File: config.mk
export PLATFORM = sky130hd
export DESIGN_NAME = scaled_decimal_to_text_core
export DESIGN_NICKNAME = d
export VERILOG_FILES = /design/src/rtl/sdt_pkg.sv /design/src/rtl/sdt_front.sv /design/src/rtl/sdt_back.sv /design/src/rtl/scaled_decimal_to_text_core.sv
export VERILOG_INCLUDE_DIRS = /design/src /design/src/rtl
export SDC_FILE = /design/constraint.sdc
export NUM_CORES = 1
export LEC_CHECK = 0
export ABC_CLOCK_PERIOD_IN_PS = 34800
export BUFFER_PORTS_ARGS = -buffer_cell sky130_fd_sc_hd__buf_2
export CAP_MARGIN = 20
export CORE_ASPECT_RATIO = 0.9
export CORE_MARGIN = 5
export CORE_UTILIZATION = 35
export DETAILED_ROUTE_END_ITERATION = 6
export PLACE_DENSITY = 0.6
export SKIP_LAST_GASP = 1
export SLEW_MARGIN = 20
export SYNTH_ARGS = -nofsm -noshare
export SYNTH_HDL_FRONTEND = slang
export SYNTH_HIERARCHICAL = 1
export SYNTH_SLANG_ARGS = --single-unit
File: constraint.sdc
create_clock -name clk -period 34.8 [get_ports clk]
set_input_delay 1.74 -clock clk [delete_from_list [all_inputs] [get_ports clk]]
set_output_delay 1.74 -clock clk [all_outputs]
set_load 0.02 [all_outputs]
File: src/rtl/scaled_decimal_to_text_core_defines.svh
// Assertion macros shared by the scaled decimal to text core.
`ifndef SCALED_DECIMAL_TO_TEXT_CORE_DEFINES_SVH
`define SCALED_DECIMAL_TO_TEXT_CORE_DEFINES_SVH

// Same-cycle implication, checked out of reset.
`define SDT_ASSERT_IMPL(label, ck, rst_n, ante, cons, msg) \
	label: assert property (@(posedge ck) disable iff (!rst_n) (ante) |-> (cons)) \
		else $error(msg);

// Next-cycle implication, checked out of reset.
`define SDT_ASSERT_NEXT(label, ck, rst_n, ante, cons, msg) \
	label: assert property (@(posedge ck) disable iff (!rst_n) (ante) |=> (cons)) \
		else $error(msg);

`endif

File: src/rtl/sdt_pkg.sv
`default_nettype none
package sdt_pkg;

	// Input request: unscaled two's complement value and its scale
	typedef struct packed {
		logic [63:0]        unscaled_low;
		logic signed [63:0] unscaled_high;
		logic [7:0]         scale;
	} sdt_in_t;

	// One output character
	typedef struct packed {
		logic [6:0] char_code;
		logic       last_char;
		logic       scale_error;
	} sdt_out_t;

	// Classification handed from front to back
	typedef struct packed {
		logic       err;
		logic       neg;
		logic [7:0] scale;
	} sdt_cls_t;

	// Back end sequencer
	typedef enum logic [2:0] {
		ST_IDLE,
		ST_CONV,
		ST_SIGN,
		ST_LEAD,
		ST_INT,
		ST_POINT,
		ST_FRAC,
		ST_ERR
	} sdt_state_t;

	localparam int unsigned DIGIT_W    = 4;
	localparam int unsigned QUEUE_DEPTH = 2;

	localparam logic [6:0] CHAR_ZERO  = 7'h30;
	localparam logic [6:0] CHAR_NINE  = 7'h39;
	localparam logic [6:0] CHAR_POINT = 7'h2E;
	localparam logic [6:0] CHAR_MINUS = 7'h2D;
	localparam logic [6:0] CHAR_NONE  = 7'h00;

	localparam logic [3:0] BCD_LIMIT  = 4'd5;
	localparam logic [3:0] BCD_ADJUST = 4'd3;

endpackage
`default_nettype wire

File: src/rtl/sdt_front.sv
`default_nettype none
module sdt_front #(
	parameter int unsigned VALUE_BITS = 128,
	parameter int unsigned MAX_SCALE  = 38
) (
	input  wire                   clk,
	input  wire                   arst_n,
	input  wire                   data_valid,
	output logic                  data_ready,
	input  sdt_pkg::sdt_in_t      data,
	output logic                  q_valid,
	input  wire                   q_pop,
	output sdt_pkg::sdt_cls_t     q_cls,
	output logic [VALUE_BITS-1:0] q_mag
);
	import sdt_pkg::*;

	logic [127:0]          raw;
	logic [VALUE_BITS-1:0] val;
	logic [VALUE_BITS-1:0] mag;
	sdt_cls_t              cls;
	logic                  push;

	logic [VALUE_BITS-1:0] mag_q [QUEUE_DEPTH];
	sdt_cls_t              cls_q [QUEUE_DEPTH];
	logic                  wr_ptr_q;
	logic                  rd_ptr_q;
	logic [1:0]            count_q;

	// Classify: treat the low VALUE_BITS bits as signed, take the magnitude, check the scale
	assign raw       = {data.unscaled_high, data.unscaled_low};
	assign val       = raw[VALUE_BITS-1:0];
	assign cls.neg   = val[VALUE_BITS-1];
	assign cls.err   = (data.scale > 8'(MAX_SCALE));
	assign cls.scale = data.scale;
	assign mag       = cls.neg ? (~val + {{(VALUE_BITS-1){1'b0}}, 1'b1}) : val;

	// Two-entry queue toward the back end
	assign data_ready = (count_q != 2'(QUEUE_DEPTH));
	assign push       = data_valid && data_ready;
	assign q_valid    = (count_q != 2'd0);
	assign q_cls      = cls_q[rd_ptr_q];
	assign q_mag      = mag_q[rd_ptr_q];

	always_ff @(posedge clk or negedge arst_n) begin
		if (!arst_n) begin
			wr_ptr_q <= 1'b0;
			rd_ptr_q <= 1'b0;
			count_q  <= 2'd0;
		end else begin
			if (push)
				wr_ptr_q <= ~wr_ptr_q;
			if (q_pop)
				rd_ptr_q <= ~rd_ptr_q;
			if (push && !q_pop)
				count_q <= count_q + 2'd1;
			else if (!push && q_pop)
				count_q <= count_q - 2'd1;
		end
	end

	// Queue storage, no reset needed
	always_ff @(posedge clk) begin
		if (push) begin
			mag_q[wr_ptr_q] <= mag;
			cls_q[wr_ptr_q] <= cls;
		end
	end

endmodule
`default_nettype wire

File: src/rtl/sdt_back.sv
`default_nettype none
module sdt_back #(
	parameter int unsigned VALUE_BITS = 128,
	parameter int unsigned MAX_SCALE  = 38
) (
	input  wire                   clk,
	input  wire                   arst_n,
	input  wire                   q_valid,
	output logic                  q_pop,
	input  sdt_pkg::sdt_cls_t     q_cls,
	input  wire [VALUE_BITS-1:0]  q_mag,
	output logic                  char_valid,
	input  wire                   char_ready,
	output sdt_pkg::sdt_out_t     char_data
);
	import sdt_pkg::*;

	// Digits needed for the magnitude, and for zero padding up to the scale
	localparam int unsigned NDIG = (VALUE_BITS * 30103) / 100000 + 1;
	localparam int unsigned DB   = (NDIG > MAX_SCALE + 1) ? NDIG : MAX_SCALE + 1;
	localparam int unsigned BW   = DB * DIGIT_W;
	localparam int unsigned PW   = $clog2(DB);
	localparam int unsigned CW   = $clog2(VALUE_BITS);

	sdt_state_t            state_q, state_d;
	logic [BW-1:0]         bcd_q, bcd_d;
	logic [VALUE_BITS-1:0] sh_q, sh_d;
	logic [CW-1:0]         cnt_q, cnt_d;
	logic [PW-1:0]         p_q, p_d;
	sdt_cls_t              cls_q, cls_d;
	logic                  ov_q, ov_d;
	sdt_out_t              od_q, od_d;

	logic [BW-1:0]         bcd_adj;
	logic [BW-1:0]         bcd_shl1;
	logic [BW-1:0]         bcd_shl4;
	logic [3:0]            top;
	logic                  rest_zero;
	logic [7:0]            p_ext;
	logic                  p_gt;
	logic                  p_eq;
	logic                  emit_ok;
	logic [6:0]            digit_char;
	logic                  last;

	// Add-3 correction on every digit, then shift in the next binary bit
	always_comb begin
		for (int i = 0; i < DB; i++) begin
			if (bcd_q[i*DIGIT_W +: DIGIT_W] >= BCD_LIMIT)
				bcd_adj[i*DIGIT_W +: DIGIT_W] = bcd_q[i*DIGIT_W +: DIGIT_W] + BCD_ADJUST;
			else
				bcd_adj[i*DIGIT_W +: DIGIT_W] = bcd_q[i*DIGIT_W +: DIGIT_W];
		end
	end

	assign bcd_shl1   = {bcd_adj[BW-2:0], sh_q[VALUE_BITS-1]};
	assign bcd_shl4   = {bcd_q[BW-DIGIT_W-1:0], {DIGIT_W{1'b0}}};
	assign top        = bcd_q[BW-1 -: DIGIT_W];
	assign rest_zero  = ~|bcd_q[BW-DIGIT_W-1:0];
	assign p_ext      = {{(8-PW){1'b0}}, p_q};
	assign p_gt       = (p_ext > cls_q.scale);
	assign p_eq       = (p_ext == cls_q.scale);
	assign emit_ok    = !ov_q || char_ready;
	assign digit_char = CHAR_ZERO + {3'b000, top};

	assign char_valid = ov_q;
	assign char_data  = od_q;

	// Sequencer: conversion, leading zero skip, character emission, error result
	always_comb begin
		state_d = state_q;
		bcd_d   = bcd_q;
		sh_d    = sh_q;
		cnt_d   = cnt_q;
		p_d     = p_q;
		cls_d   = cls_q;
		ov_d    = ov_q && !char_ready;
		od_d    = od_q;
		q_pop   = 1'b0;
		last    = 1'b0;
		unique case (state_q)
			ST_IDLE: begin
				if (q_valid) begin
					q_pop   = 1'b1;
					cls_d   = q_cls;
					sh_d    = q_mag;
					bcd_d   = '0;
					cnt_d   = '0;
					state_d = q_cls.err ? ST_ERR : ST_CONV;
				end
			end
			ST_CONV: begin
				bcd_d = bcd_shl1;
				sh_d  = {sh_q[VALUE_BITS-2:0], 1'b0};
				cnt_d = cnt_q + 1'b1;
				if (cnt_q == CW'(VALUE_BITS - 1)) begin
					p_d     = PW'(DB - 1);
					state_d = cls_q.neg ? ST_SIGN : ST_LEAD;
				end
			end
			ST_SIGN: begin
				if (emit_ok) begin
					ov_d    = 1'b1;
					od_d    = '{char_code: CHAR_MINUS, last_char: 1'b0, scale_error: 1'b0};
					state_d = ST_LEAD;
				end
			end
			ST_LEAD: begin
				if (top == 4'd0 && p_gt) begin
					bcd_d = bcd_shl4;
					p_d   = p_q - 1'b1;
				end else begin
					state_d = ST_INT;
				end
			end
			ST_INT: begin
				if (emit_ok) begin
					last  = p_eq && rest_zero;
					ov_d  = 1'b1;
					od_d  = '{char_code: digit_char, last_char: last, scale_error: 1'b0};
					bcd_d = bcd_shl4;
					p_d   = p_q - 1'b1;
					if (p_eq)
						state_d = last ? ST_IDLE : ST_POINT;
				end
			end
			ST_POINT: begin
				if (emit_ok) begin
					ov_d    = 1'b1;
					od_d    = '{char_code: CHAR_POINT, last_char: 1'b0, scale_error: 1'b0};
					state_d = ST_FRAC;
				end
			end
			ST_FRAC: begin
				if (emit_ok) begin
					ov_d  = 1'b1;
					od_d  = '{char_code: digit_char, last_char: rest_zero, scale_error: 1'b0};
					bcd_d = bcd_shl4;
					p_d   = p_q - 1'b1;
					if (rest_zero)
						state_d = ST_IDLE;
				end
			end
			ST_ERR: begin
				if (emit_ok) begin
					ov_d    = 1'b1;
					od_d    = '{char_code: CHAR_NONE, last_char: 1'b1, scale_error: 1'b1};
					state_d = ST_IDLE;
				end
			end
			default: begin
				state_d = ST_IDLE;
			end
		endcase
	end

	always_ff @(posedge clk or negedge arst_n) begin
		if (!arst_n) begin
			state_q <= ST_IDLE;
			ov_q    <= 1'b0;
		end else begin
			state_q <= state_d;
			ov_q    <= ov_d;
		end
	end

	// Datapath registers
	always_ff @(posedge clk) begin
		bcd_q <= bcd_d;
		sh_q  <= sh_d;
		cnt_q <= cnt_d;
		p_q   <= p_d;
		cls_q <= cls_d;
		od_q  <= od_d;
	end

endmodule
`default_nettype wire

File: src/rtl/scaled_decimal_to_text_core.sv
`default_nettype none
// Scaled decimal to text.
// Input channel (data_valid/data_ready/data): one request carries a signed
// unscaled value as two 64-bit halves plus a scale. Output channel
// (char_valid/char_ready/char_data): one ASCII character per transfer,
// last_char set on the final one. A scale above MAX_SCALE yields a single
// transfer with scale_error set and char_code zero.
// A front stage classifies each request (sign, magnitude, scale check) into
// a two-entry queue; the back stage converts and emits on its own pace.
// Per request the back stage loads the entry, runs bit-serial double dabble
// over VALUE_BITS bits, emits the sign if negative, skips leading zero
// digit positions from the top down to the scale, then emits the integer
// digits, the point and fraction digits up to the last nonzero one, if any.
// An error request is loaded and then emits its single transfer. The back
// stage pops the next entry only after it has issued the last character
// of the current one. A stalled receiver holds the output register and
// freezes emission; the queue keeps accepting until both entries are full.
// Reset (arst_n low) empties the queue and drops any request in flight.
module scaled_decimal_to_text_core #(
	parameter int unsigned VALUE_BITS = 128,
	parameter int unsigned MAX_SCALE  = 38
) (
	input  wire                clk,
	input  wire                arst_n,
	input  wire                data_valid,
	output logic               data_ready,
	input  sdt_pkg::sdt_in_t   data,
	output logic               char_valid,
	input  wire                char_ready,
	output sdt_pkg::sdt_out_t  char_data
);
	import sdt_pkg::*;

	logic                  q_valid;
	logic                  q_pop;
	sdt_cls_t              q_cls;
	logic [VALUE_BITS-1:0] q_mag;

	sdt_front #(
		.VALUE_BITS (VALUE_BITS),
		.MAX_SCALE  (MAX_SCALE)
	) u_front (
		.clk        (clk),
		.arst_n     (arst_n),
		.data_valid (data_valid),
		.data_ready (data_ready),
		.data       (data),
		.q_valid    (q_valid),
		.q_pop      (q_pop),
		.q_cls      (q_cls),
		.q_mag      (q_mag)
	);

	sdt_back #(
		.VALUE_BITS (VALUE_BITS),
		.MAX_SCALE  (MAX_SCALE)
	) u_back (
		.clk        (clk),
		.arst_n     (arst_n),
		.q_valid    (q_valid),
		.q_pop      (q_pop),
		.q_cls      (q_cls),
		.q_mag      (q_mag),
		.char_valid (char_valid),
		.char_ready (char_ready),
		.char_data  (char_data)
	);

	`include "scaled_decimal_to_text_core_defines.svh"

	// Back end never pops an empty queue
	`SDT_ASSERT_IMPL(a_pop_nonempty, clk, arst_n, q_pop, q_valid, "pop from empty queue")
	// Back end never pops twice in a row
	`SDT_ASSERT_NEXT(a_pop_spacing, clk, arst_n, q_pop, !q_pop, "back-to-back pops")
	// Error result is a final, zero character
	`SDT_ASSERT_IMPL(a_err_form, clk, arst_n, char_valid && char_data.scale_error,
		char_data.last_char && (char_data.char_code == CHAR_NONE), "malformed error result")
	// Normal characters are digits, minus or point
	`SDT_ASSERT_IMPL(a_char_set, clk, arst_n, char_valid && !char_data.scale_error,
		((char_data.char_code >= CHAR_ZERO) && (char_data.char_code <= CHAR_NINE)) ||
		(char_data.char_code == CHAR_MINUS) || (char_data.char_code == CHAR_POINT),
		"bad character code")

endmodule
`default_nettype wire

==> results.json <==
{
  "die_y_um": 295,
  "cts_resized": 0,
  "critPathKind": "in2reg",
  "cts_tree": "yes",
  "core.rowCount": 104,
  "drtPass1Iterations": 6,
  "final_nets": 3256,
  "route.detailed.drc": 0,
  "maxCapViolCount": 0,
  "final_util_pct": 39.9,
  "crit_arrival_ns": 4.94,
  "drive_gt1_share_pct": 14.8,
  "grt_max_degree": 200,
  "ioPinCount": 151,
  "dr_wl_met2_um": 35400,
  "crit_fanout": 14,
  "clockBufferDepth": 3,
  "die_x_um": 327,
  "coreArea_um2": 89500,
  "finalCritPeriodShare_pct": 13.1,
  "power_density_nw_per_um2": 82.6,
  "r2r_setup_slack_ns": 30.63,
  "ys_ff_latch": 598,
  "fin_skew_ns": 0.0397,
  "slew_viol_final": 0,
  "synth_area_per_cell_um2": 11.1,
  "start_kind": "input pin",
  "grt_pass1_vias": 21246,
  "antenna_found_initial": 8,
  "async_reset_ff_share_pct": 1.34,
  "regArea_um2": 17900,
  "clkTransAtPathRegs_ns": 0.06,
  "synth.yosys.seq_area_share_pct": 56.7,
  "p_leak_uw": 0.0127,
  "synth_edf_count": 590,
  "gp_congestion": 0.989,
  "die-area_um2": 96300,
  "cts_setup_buffers": 0,
  "dp_hpwl_um": 55000,
  "synth_common_cells": "631 x nand2_1, 590 x edfxtp_1, 226 x o21ai_0",
  "irDropWorstVdd_uv": 66.3,
  "fmax_ghz": 0.219,
  "syn_area_um2": 31600,
  "cts_buffers": 61,
  "synth.top_cell.area_share_pct": 56.1,
  "setup_tns_ns": 0,
  "routed_via_density": 5.30,
  "fin_crit_ns": 4.56,
  "synthesis.nets": 3124,
  "dr_total_vias": 22285,
  "multi_input_area_um2": 12900,
  "h-tree-depth": 2,
  "hp-class": "reg2reg",
  "finalWirelength_um": 81700,
  "tightest_slew_ns": 1.10,
  "wl_met3_um": 5110,
  "synthDistinctLibCells": 68,
  "rsz0062_at_grt": "no",
  "timing.slew.headroom_pct": 26.7,
  "yosysMostFrequentCell": "nand2_1",
  "cp_data_required_time_ns": 35.18,
  "synth_flop_cell": "edfxtp_1",
  "clockRootBuffer": "clkbuf_16",
  "grt-ovfl-total": 0,
  "end_kind": "flip-flop",
  "grt_usage_pct": 16.4,
  "start_util_pct": 35.3,
  "setup_violations": 0,
  "met1_length_um": 38700,
  "yosys-top-cells-area": "edfxtp_1 56%, nand2_1 7.5%, ha_1 5.2%",
  "fillers": 8549,
  "outcome": "finished clean",
  "clock_sinks": 598,
  "top_layer": "met5",
  "portBuffers": 149,
  "syn_inst": 2854,
  "grt_pass1_wl_um": 127000,
  "area_growth_pct": 13.2,
  "wl_per_cell_um": 19.4,
  "hold_viol": 0,
  "ys_warn_count": 6,
  "netlist.top_cell.by_area": "edfxtp_1",
  "drtIter0Drc": 2271,
  "hold_buffers": 0,
  "ant_nets": 0,
  "clk_latency_ns": 0.65
}
area by class of cell:
class | count | area share (%)
diodes | 4 | 0.0280
clock buffers | 67 | 4.33
clock inverters | 46 | 1.55
inverters | 100 | 1.05
multi-input cells | 2053 | 36.2
flip-flops and latches | 598 | 50.1
well taps | 1166 | 4.08
repair buffers | 172 | 2.65
cell usage in the layout (no fill, tap or decap), drive strengths merged, types with 22 or more instances in the layout:
| cell type | netlist | routed |
|---|---|---|
| xor2 | 22 | 22 |
| xnor2 | 165 | 165 |
| nand2 | 632 | 632 |
| buf | 15 | 172 |
| inv | 97 | 99 |
| ha | 130 | 130 |
| o21ai | 229 | 229 |
| clkinv | 3 | 34 |
| nand4 | 46 | 46 |
| nor4 | 56 | 56 |
| o31ai | 46 | 46 |
| nor2 | 117 | 117 |
| nor3 | 43 | 43 |
| or4 | 22 | 22 |
| edfxtp | 590 | 590 |
| nor3b | 60 | 60 |
| mux2 | 139 | 139 |
| nand2b | 46 | 46 |
| nand3 | 30 | 30 |
| a21oi | 148 | 148 |
| clkbuf | 88 | 67 |
power by group:
part	internal [µW]	switching [µW]
clock	410	289
combinational	378	578
sequential	1120	181
total	1900	1050
critical path, cell delays in order:
cell      delay, ns
buf_2          0.15
nor4_4         0.40
nand4b_1       0.76
nor4_1         0.91
nand4_1        0.43
o31ai_1        0.41
xnor2_1        0.12
layer usage:
layer	global-route usage, %	up-vias
met2	25.2	756
met3	2.44	176
li1	-	10566
met5	0	-
met4	5.04	2
met1	24.2	10785
stage by stage:
| step | worst slack [ns] | area [µm²] | std cells | total power [µW] | hold slack [ns] |
|---|---|---|---|---|---|
| after floorplan | 21.02 | 31600 | 2854 | 2010 | 0.457 |
| after global placement | 29.51 | 33600 | 4089 | 2250 | 0.480 |
| after detailed placement | 29.77 | 33600 | 4089 | 2270 | 0.479 |
| after CTS | 30.45 | 35700 | 4202 | 2970 | 0.489 |
| after global routing | 30.22 | 35700 | 4206 | 3150 | 0.512 |
| final | 30.24 | 35700 | 4206 | 2950 | 0.481 |
sequential cells by signal (all words and copies together), names as in the netlist:
| name | flops |
|---|---|
| u_front/mag_q | 256 |
| u_back/bcd_q | 156 |
| u_back/sh_q | 128 |
| u_front/cls_q | 20 |
| u_back/cls_q | 9 |
| u_back/char_data | 8 |
| u_back/cnt_q | 7 |
| u_back/p_q | 6 |
| u_back/state_q | 3 |
| u_front/count_q | 2 |
| u_back/char_valid | 1 |
| u_front/rd_ptr_q | 1 |
| u_front/wr_ptr_q | 1 |
logic make-up after synthesis:
| logic type | share of synthesized area [%] |
|---|---|
| AO/OA/AOI/OAI | 8.23 |
| XOR/XNOR | 5.19 |
| adder cells (fa/ha/maj) | 5.15 |
| buffers and inverters | 2.51 |
| flip-flops | 56.7 |
| multiplexers | 4.96 |
| other | 0.0119 |
| AND/OR/NAND/NOR | 17.2 |
worst paths after layout:
check,from,cells past startpoint,endpoint
min,u_front/count_q[1]$_DFFE_PN0P_,1,u_front/count_q[1]$_DFFE_PN0P_
min in group asynchronous,arst_n,1,u_front/count_q[1]$_DFFE_PN0P_
max,data[74],7,u_front/mag_q[0][121]$_DFFE_PP_
min reg2reg,u_front/count_q[1]$_DFFE_PN0P_,1,u_front/count_q[1]$_DFFE_PN0P_
max reg2reg,u_back/state_q[0]$_DFFE_PN0P_,6,u_back/bcd_q[46]$_DFFE_PP_
max in group asynchronous,arst_n,1,u_front/rd_ptr_q$_DFFE_PN0P_
(Power assumes the default switching activity.)
